File: src/hdl/iedf_pkg.sv
// ----------------------------------------------------------------------------
// iedf_pkg
// Register indexes, reset values and fixed-point constants for the interval
// EMA distance filter.
// ----------------------------------------------------------------------------
package iedf_pkg;

    localparam int DistW  = 16;
    localparam int AlphaW = 9;
    localparam int IdxW   = 2;
    localparam int CfgW   = 16;
    localparam int AccW   = DistW + AlphaW;

    localparam logic [IdxW-1:0] REG_INTERVAL  = 2'd0;
    localparam logic [IdxW-1:0] REG_ALPHA     = 2'd1;
    localparam logic [IdxW-1:0] REG_THRESHOLD = 2'd2;
    localparam logic [IdxW-1:0] REG_ENABLE    = 2'd3;

    localparam logic [DistW-1:0]  INTERVAL_RST  = 16'd100;
    localparam logic [AlphaW-1:0] ALPHA_RST     = 9'd77;
    localparam logic [DistW-1:0]  THRESHOLD_RST = 16'd16;

    localparam logic [AlphaW-1:0] ALPHA_ONE = 9'd256;
    localparam logic [DistW-1:0]  DIST_MAX  = 16'hFFFF;

    typedef struct packed {
        logic             cmd;
        logic [DistW-1:0] raw;
    } in_word_t;

endpackage

File: src/hdl/interval_ema_distance_filter.sv
// ----------------------------------------------------------------------------
// interval_ema_distance_filter
// Tick-driven exponential moving average of a distance with change detection.
// ----------------------------------------------------------------------------
// Usage:
//   Slave stream: one word per tick (s_tuser = 0) or manual measurement
//   (s_tuser = 1), s_tdata carries the raw distance in Q12.4 cm.
//   Master stream: one word per input word; m_tdata is the filtered distance,
//   m_tuser flags whether a sample was taken and whether a change was raised.
//   Configuration: cfg_wr_en/cfg_index/cfg_wdata write interval (0), alpha (1),
//   threshold (2) and enable (3); write only while the block is idle.
//   Pipeline: an accepted word passes the input register, then the result
//   register. Throughput: one word per cycle while m_tready stays high; the
//   filter state updates as a word moves from the input register to the
//   result register, so the next word sees it without a gap.
//   Reset: clears both stages, the filtered, reported and elapsed state, and
//   loads the register defaults.
//   Stall: when m_tready is low the result holds; the input register still
//   fills once, then s_tready drops until the result is taken.
// ----------------------------------------------------------------------------
module interval_ema_distance_filter (
    input  logic                        aclk,
    input  logic                        aresetn,
    input  logic                        s_tvalid,
    output logic                        s_tready,
    input  logic [iedf_pkg::DistW-1:0]  s_tdata,   // [15:0] raw_distance
    input  logic                        s_tuser,   // [0] cmd
    output logic                        m_tvalid,
    input  logic                        m_tready,
    output logic [iedf_pkg::DistW-1:0]  m_tdata,   // [15:0] filtered_distance
    output logic [1:0]                  m_tuser,   // [0] measured, [1] changed
    input  logic                        cfg_wr_en,
    input  logic [iedf_pkg::IdxW-1:0]   cfg_index,
    input  logic [iedf_pkg::CfgW-1:0]   cfg_wdata
);

    logic [iedf_pkg::DistW-1:0]  interval_reg;
    logic [iedf_pkg::AlphaW-1:0] alpha_reg;
    logic [iedf_pkg::DistW-1:0]  threshold_reg;
    logic                        enable_reg;

    logic                        in_valid_reg;
    iedf_pkg::in_word_t          in_word_reg;

    logic [iedf_pkg::DistW-1:0]  filtered_reg, filtered_next;
    logic [iedf_pkg::DistW-1:0]  reported_reg, reported_next;
    logic [iedf_pkg::DistW-1:0]  elapsed_reg, elapsed_next;

    logic                        out_valid_reg;
    logic [iedf_pkg::DistW-1:0]  out_dist_reg;
    logic                        out_measured_reg, out_measured_next;
    logic                        out_changed_reg, out_changed_next;

    logic                        advance;
    logic [iedf_pkg::DistW-1:0]  elapsed_sat;
    logic                        timed_hit;
    logic                        sample;
    logic [iedf_pkg::AlphaW-1:0] alpha_eff;
    logic [iedf_pkg::AlphaW-1:0] alpha_inv;
    logic [iedf_pkg::AccW-1:0]   acc;
    logic [iedf_pkg::DistW-1:0]  sampled;
    logic [iedf_pkg::DistW-1:0]  diff;

    assign advance  = in_valid_reg && (!out_valid_reg || m_tready);
    assign s_tready = !in_valid_reg || advance;

    assign alpha_eff = alpha_reg[iedf_pkg::AlphaW-1] ? iedf_pkg::ALPHA_ONE : alpha_reg;
    assign alpha_inv = iedf_pkg::ALPHA_ONE - alpha_eff;
    assign acc = iedf_pkg::AccW'(alpha_eff) * iedf_pkg::AccW'(in_word_reg.raw)
               + iedf_pkg::AccW'(alpha_inv) * iedf_pkg::AccW'(filtered_reg);
    assign sampled = (filtered_reg == '0) ? in_word_reg.raw
                                          : acc[iedf_pkg::DistW+7:8];

    assign elapsed_sat = (elapsed_reg != iedf_pkg::DIST_MAX)
                       ? elapsed_reg + iedf_pkg::DistW'(1)
                       : elapsed_reg;
    assign timed_hit = !in_word_reg.cmd && enable_reg && (elapsed_sat >= interval_reg);
    assign sample    = in_word_reg.cmd || timed_hit;
    assign diff = (sampled >= reported_reg) ? sampled - reported_reg
                                            : reported_reg - sampled;

    always_comb begin
        filtered_next     = filtered_reg;
        reported_next     = reported_reg;
        elapsed_next      = elapsed_reg;
        out_measured_next = sample;
        out_changed_next  = 1'b0;
        if (sample) begin
            filtered_next = sampled;
        end
        if (!in_word_reg.cmd && enable_reg) begin
            elapsed_next = timed_hit ? '0 : elapsed_sat;
        end
        if (timed_hit && (diff >= threshold_reg)) begin
            out_changed_next = 1'b1;
            reported_next    = sampled;
        end
    end

    always_ff @(posedge aclk) begin
        if (!aresetn) begin
            interval_reg  <= iedf_pkg::INTERVAL_RST;
            alpha_reg     <= iedf_pkg::ALPHA_RST;
            threshold_reg <= iedf_pkg::THRESHOLD_RST;
            enable_reg    <= 1'b0;
        end else if (cfg_wr_en) begin
            case (cfg_index)
                iedf_pkg::REG_INTERVAL:  interval_reg  <= cfg_wdata;
                iedf_pkg::REG_ALPHA:     alpha_reg     <= cfg_wdata[iedf_pkg::AlphaW-1:0];
                iedf_pkg::REG_THRESHOLD: threshold_reg <= cfg_wdata;
                iedf_pkg::REG_ENABLE:    enable_reg    <= cfg_wdata[0];
                default: ;
            endcase
        end
    end

    always_ff @(posedge aclk) begin
        if (!aresetn) begin
            in_valid_reg  <= 1'b0;
            out_valid_reg <= 1'b0;
            filtered_reg  <= '0;
            reported_reg  <= '0;
            elapsed_reg   <= '0;
        end else begin
            if (s_tvalid && s_tready) begin
                in_valid_reg <= 1'b1;
            end else if (advance) begin
                in_valid_reg <= 1'b0;
            end
            if (advance) begin
                out_valid_reg <= 1'b1;
                filtered_reg  <= filtered_next;
                reported_reg  <= reported_next;
                elapsed_reg   <= elapsed_next;
            end else if (m_tready) begin
                out_valid_reg <= 1'b0;
            end
        end
    end

    always_ff @(posedge aclk) begin
        if (s_tvalid && s_tready) begin
            in_word_reg.cmd <= s_tuser;
            in_word_reg.raw <= s_tdata;
        end
        if (advance) begin
            out_dist_reg     <= filtered_next;
            out_measured_reg <= out_measured_next;
            out_changed_reg  <= out_changed_next;
        end
    end

    assign m_tvalid = out_valid_reg;
    assign m_tdata  = out_dist_reg;
    assign m_tuser  = {out_changed_reg, out_measured_reg};

endmodule
File: config.mk
export PLATFORM = sky130hd
export DESIGN_NAME = interval_ema_distance_filter
export DESIGN_NICKNAME = d
export VERILOG_FILES = /design/src/hdl/iedf_pkg.sv /design/src/hdl/interval_ema_distance_filter.sv
export SDC_FILE = /design/constraint.sdc
export NUM_CORES = 1
export LEC_CHECK = 0
export ABC_AREA = 0
export BUFFER_PORTS_ARGS = -buffer_cell sky130_fd_sc_hd__buf_2
export CAP_MARGIN = 20
export CELL_PAD_IN_SITES_DETAIL_PLACEMENT = 2
export CELL_PAD_IN_SITES_GLOBAL_PLACEMENT = 2
export CORE_MARGIN = 3
export CORE_UTILIZATION = 40
export DETAILED_ROUTE_END_ITERATION = 8
export HOLD_SLACK_MARGIN = 0.06
export PLACE_DENSITY = 0.81
export SETUP_SLACK_MARGIN = 0.15
export SLEW_MARGIN = 20
export SYNTH_ARGS = -nofsm -noshare
export SYNTH_HDL_FRONTEND = slang
export SYNTH_SLANG_ARGS = --single-unit
export TNS_END_PERCENT = 5
File: constraint.sdc
create_clock -name aclk -period 12.8 [get_ports aclk]
set_input_delay 0 -clock aclk [delete_from_list [all_inputs] [get_ports aclk]]
set_output_delay 0 -clock aclk [all_outputs]
set_load 0.005 [all_outputs]
### Word-level counts from Yosys, hierarchy flattened

Index checks and enable logic that the tools add are counted.

* $add $sub $neg: 5
* multipliers: 2
* magnitude comparators: 3
* equal/unequal tests: 4
* mux-type cells: 11
* reductions and logical operators: 21

Operator list (number)
* $mux W16: 5
* $ge A16 B16 Y1: 3
* $mul A9 B16 Y24: 2
* $sub A16 B16 Y16: 2
* $add A24 B24 Y24: 1
* $add A16 B1 Y16 const B: 1
* $logic_not A16 Y1: 1
* $ne A16 B16 Y1 const B: 1
* $reduce_and A2 Y1: 6
* $mux W9: 1
* $sub A9 B9 Y9 const A: 1
* $logic_and A1 B1 Y1: 5
* $mux W1: 5
* $eq A2 B2 Y1 const B: 2
* $reduce_bool A2 Y1: 2
* $logic_not A1 Y1: 3
* $logic_or A1 B1 Y1: 3
* $eq A2 B1 Y1 const B: 1
* $logic_not A2 Y1: 1

* register bits: 127
* bits of input ports: 40
* output and inout port bits: 20
* logic and storage cells: 60

### Logic depth before layout (Yosys ltp)

* depth in word-level cells: 10
* mapped depth: 51
* depth with buffers taken out: 45

### Least setup slack after synthesis

Ideal clock, no wire load.

* path kind: flip-flop to flip-flop
* start point: reg alpha_reg[8] (netlist name)
* end point: reg reported_reg[12] (netlist name)
* library setup time: 0.126 ns
* arrival time: 10.575 ns
* data required time: 12.674 ns
* setup slack: 2.098 ns
* stages on the path, launching flop included: 50
* buffers on the path: 7
* period minus slack after synthesis: 10.702 ns
* cell sequence: dfxtp_1 buf_1 nor2b_1 clkbuf_1 inv_1 ha_1 xnor2_1 clkbuf_1 nand2_1 fa_1 inv_1 fa_1 inv_1 fa_1 inv_1 fa_1 inv_1 fa_1 [14 not listed] nand2_1 o21ai_1 or3_1 or4_1 o22ai_2 buf_2 mux2i_1 xnor2_1 ha_1 a21o_1 a21o_1 a221oi_1 o21ai_0 a31oi_1 nor3_1 clkbuf_1 o21ai_0 a21oi_2

* longest elaborated chain between the ends: 10
* elaborated cells on any way between the ends: 13
* those cells by class: add/sub: 4; mul: 2; order compare: 2; mux: 3; reduce/logical: 2

Ends and longest elaborated chain
* from (decl): RTL line interval_ema_distance_filter.sv:38 `logic [iedf_pkg::AlphaW-1:0] alpha_reg;`
* from (signal assigned): RTL line interval_ema_distance_filter.sv:103 `alpha_reg <= iedf_pkg::ALPHA_RST;`
* from (signal assigned): RTL line interval_ema_distance_filter.sv:109 `iedf_pkg::REG_ALPHA: alpha_reg <= cfg_wdata[iedf_pkg::AlphaW-1:0];`
* $mux W9 *: RTL line interval_ema_distance_filter.sv:67 `assign alpha_eff = alpha_reg[iedf_pkg::AlphaW-1] ? iedf_pkg::ALPHA_ONE : alpha_reg;`
* $sub A9 B9 Y9: RTL line interval_ema_distance_filter.sv:68 `assign alpha_inv = iedf_pkg::ALPHA_ONE - alpha_eff;`
* $mul A9 B16 Y24: RTL line interval_ema_distance_filter.sv:70 `+ iedf_pkg::AccW'(alpha_inv) * iedf_pkg::AccW'(filtered_reg);`
* $add A24 B24 Y24 *: RTL line interval_ema_distance_filter.sv:70
* $mux W16 *: RTL line interval_ema_distance_filter.sv:71 `assign sampled = (filtered_reg == '0) ? in_word_reg.raw`
* net sampled, one bit: RTL line interval_ema_distance_filter.sv:61 `logic [iedf_pkg::DistW-1:0] sampled;`
* $sub A16 B16 Y16, or another cell as far along: RTL line interval_ema_distance_filter.sv:80 `: reported_reg - sampled;`
* $mux W16 *: RTL line interval_ema_distance_filter.sv:79 `assign diff = (sampled >= reported_reg) ? sampled - reported_reg`
* $ge A16 B16 Y1 *: RTL line interval_ema_distance_filter.sv:94 `if (timed_hit && (diff >= threshold_reg)) begin`
* $logic_and A1 B1 Y1 *: RTL line interval_ema_distance_filter.sv:94
* $reduce_and A2 Y1 (no line) *
* to (signal assigned): RTL line interval_ema_distance_filter.sv:133 `reported_reg <= reported_next;`
* to (decl): RTL line interval_ema_distance_filter.sv:46 `logic [iedf_pkg::DistW-1:0] reported_reg, reported_next;`

Mark *: on every way through the listed nets, which the timed path passes. The rest lies on a longest branch.
A chain may end at the register's enable or synchronous reset.

### Final worst setup path

* start point: reg alpha_reg[8] (netlist name)
* end point: reg reported_reg[6] (netlist name)

The elaborated chain is that of the path after synthesis.

==> key figures <==
Synthesis
  • Synth area leaders: fa_1, dfxtp_1, ha_1
  • Asr flop ratio synth: 0
  • Mapped Nets: 2377
  • Synth unique cells: 78
  • Post-Syn Area per Cell: 8.43 µm²
  • Area leader, netlist: fa_1
  • Post-synthesis sequential area ratio: 0.174
  • Cells after synthesis: 1967
  • Synth warn: 0
  • Top-count cell post-synth: inv_1
  • Synth cell count leaders: inv_1, nand2_1, fa_1, ha_1, a21oi_1
  • Top_reg_cell synth: dfxtp_1
  • Mapped cell area: 0.0166 mm²
  • EDFF count, synth: 35
  • Area share of the largest cell type after synthesis: 0.284
  • Synthesized flop and latch total: 127

Clocking
  • Total CTS buffers: 17
  • Clock root buffer: clkbuf_16
  • CTS tree: yes
  • Worst-path clk slew: 0.06 ns
  • Max Buffers Root-to-Sink: 2
  • Clock latency on the worst-skew pair: 0.44 ns
  • CTS Sinks: 127
  • H-Tree Depth: 4

Timing
  • Worst slew margin: 0.265
  • Slew @ Worst Pin: 1.10 ns
  • Max Slew Vio Count: 0
  • Final Hold Vio Count: 0
  • Clock Skew: 0.0119 ns
  • Final Critical Period: 11.87 ns
  • Setup violators final: 0
  • Max Fclk: 0.0842 GHz
  • Fin crit share: 0.927
  • Sum Neg Setup Slack: 0 ns
  • RSZ-0062 raised after global routing: false

Critical path
  • Critical Path End Type: flop
  • Crit path DAT: 12.18 ns
  • RR Startpoint: alpha_reg[8]
  • Cell at the slowest stage of the critical path: or3b_1
  • Setup slack, reg-to-reg: 0.93 ns
  • Startpoint class of the critical path: flop
  • Crit Path Category: reg2reg
  • Critical path's most frequent cell: fa_1
  • Worst endpoint required time: 13.11 ns
  • Worst-case reg-to-reg path depth: 45
  • CP top delay family: adder cells
  • CP max FO: 30
  • Worst Path Buf+Inv: 8
  • Largest stage delay, worst path: 0.58 ns
  • Worst R2R End: reported_reg[6]

Cells and area
  • Area growth from synthesis to layout: 10.6%
  • Register area: 0.00289 mm²
  • Fillcell total: 4440
  • Nets: 2421
  • Largest register FFs: 17
  • Ratio of cells with drive above 1 in the final layout: 0.0756
  • Multi-input logic area: 0.0118 mm²

Detailed routing
  • Vias: 13900
  • WL/cell: 23.3 µm
  • DRT Pass-1 Iters: 5
  • Post-route ant nets: 0
  • Routed Wire Length: 59.4 mm
  • Drc violations: 0
  • Iteration-0 DRC Markers: 604
  • Vias per cell: 5.45

Place
  • Dpl hpwl: 45.9 mm
  • PortBufs: 59
  • GPL Wtd Cong: 0.856

Floorplanning
  • I/O pins: 60
  • Starting Density: 0.411
  • Core Rows: 73
  • DIE AREA: 0.0439 mm²
  • Die H: 210 µm
  • Core Region: 0.0404 mm²
  • Horiz. Die Dim: 210 µm

Min path
  • Hold Path Class: in2reg
  • Hold Path End: in_word_reg[15]
  • Hold_sp: s_tdata[15]
  • Hold-critical path depth: 2

GRT
  • Remaining Overflow, GRT: 0
  • Number of global-route vias before repair: 16400
  • GRT Overall Usage: 0.274
  • Global-route wire length before repair: 93.5 mm
  • Initial antenna violation count: 0
  • Largest net degree at the start of global routing: 37

Run
  • Maxcap violations: 0

Outcome
  • Status: finished clean
[cells by family (layout without fill, tap and decap cells)]
logic type                 count (synthesis)  in the layout  synth area share
AOI/OAI and AO/OA                        284            284             0.110
xor gates and xnor gates                  45             45            0.0238
adders and majority gates                370            370             0.386
buffers and inverters                    491            548             0.115
DFF                                      127            127             0.174
muxes                                     21             21            0.0151
other                                      0              2                 0
and+or+nand+nor                          629            629             0.176
[layout make-up]
type | instances | area share
inverters | 384 | 0.0786
flip-flops and latches | 127 | 0.158
clock inverters | 12 | 0.00451
clock buffers | 20 | 0.0255
multi-input cells | 1349 | 0.645
repair buffers | 132 | 0.0523
diodes | 2 | 0.000273
well taps | 525 | 0.0358
[worst register-to-register path: cells and delay by family, from the launching register on]
| family | cells | cell delay, ns |
|---|---|---|
| xor+xnor | 2 | 0.30 |
| simple gates | 12 | 2.98 |
| fa+ha+maj | 9 | 3.58 |
| compound gates | 13 | 2.99 |
| buf+inv | 8 | 1.14 |
| flops | 1 | 0.50 |
| mux | 1 | 0.27 |
[timing repair]
item	4_1_cts	5_1_grt
hold buffers	41	0
resized for setup	0	3
setup buffers	0	6
endpoints found under the setup margin	0	17
endpoints found under the hold margin	61	0
[through the flow]
step           setup WS (ns)  utilization  cell area [µm²]  cells  hold WS, ns
2_1_floorplan           2.10            -            16600   1967       0.0989
5_1_grt               0.0173        0.454            18300   2549        0.255
4_1_cts                0.403        0.452            18200   2543        0.239
3_5_place_dp           0.456        0.428            17300   2470        0.180
3_3_place_gp            1.23        0.428            17300   2470        0.177
6_report               0.930        0.454            18300   2551        0.260
[metal layers]
layer,GRT usage,vias up,routed length (µm)
li1,-,6246,-
met1,0.334,7301,24800
met2,0.499,247,30700
met3,0.0404,100,1970
met4,0.0885,0,1950
met5,0,-,0
[cell usage in the layout, fill, tap and decap left out, types with 10 or more instances in the layout]
cell	n
nor2_1	77
buf_2	59
fa_1	235
ha_1	135
a211oi_1	21
and2_1	88
xnor2_1	28
a31oi_1	12
mux2i_1	16
dfxtp_1	92
nand4_1	14
clkbuf_16	18
edfxtp_1	35
inv_1	383
nand3_1	21
a21o_1	23
nand2_1	336
buf_4	31
nor2b_1	13
nor3_1	21
xor2_1	17
dlygate4sd3_1	41
a21oi_1	104
o21ai_0	49
a22oi_1	10
[how the worst max path moves through the flow]
stage,slack (ns),endpoint,cells after the start,from
after floorplan,2.10,reported_reg[12],49,alpha_reg[8]
after detailed placement,0.46,reported_reg[6],44,alpha_reg[8]
after global placement,1.23,reported_reg[12],44,alpha_reg[8]
final,0.93,reported_reg[6],45,alpha_reg[8]
after CTS,0.40,reported_reg[6],44,alpha_reg[8]
after global routing,0.02,reported_reg[9],47,alpha_reg[8]
Power is left out: the tool's default activity adds up to more than one toggle a clock period on the data nets, which glitch-free logic cannot reach.
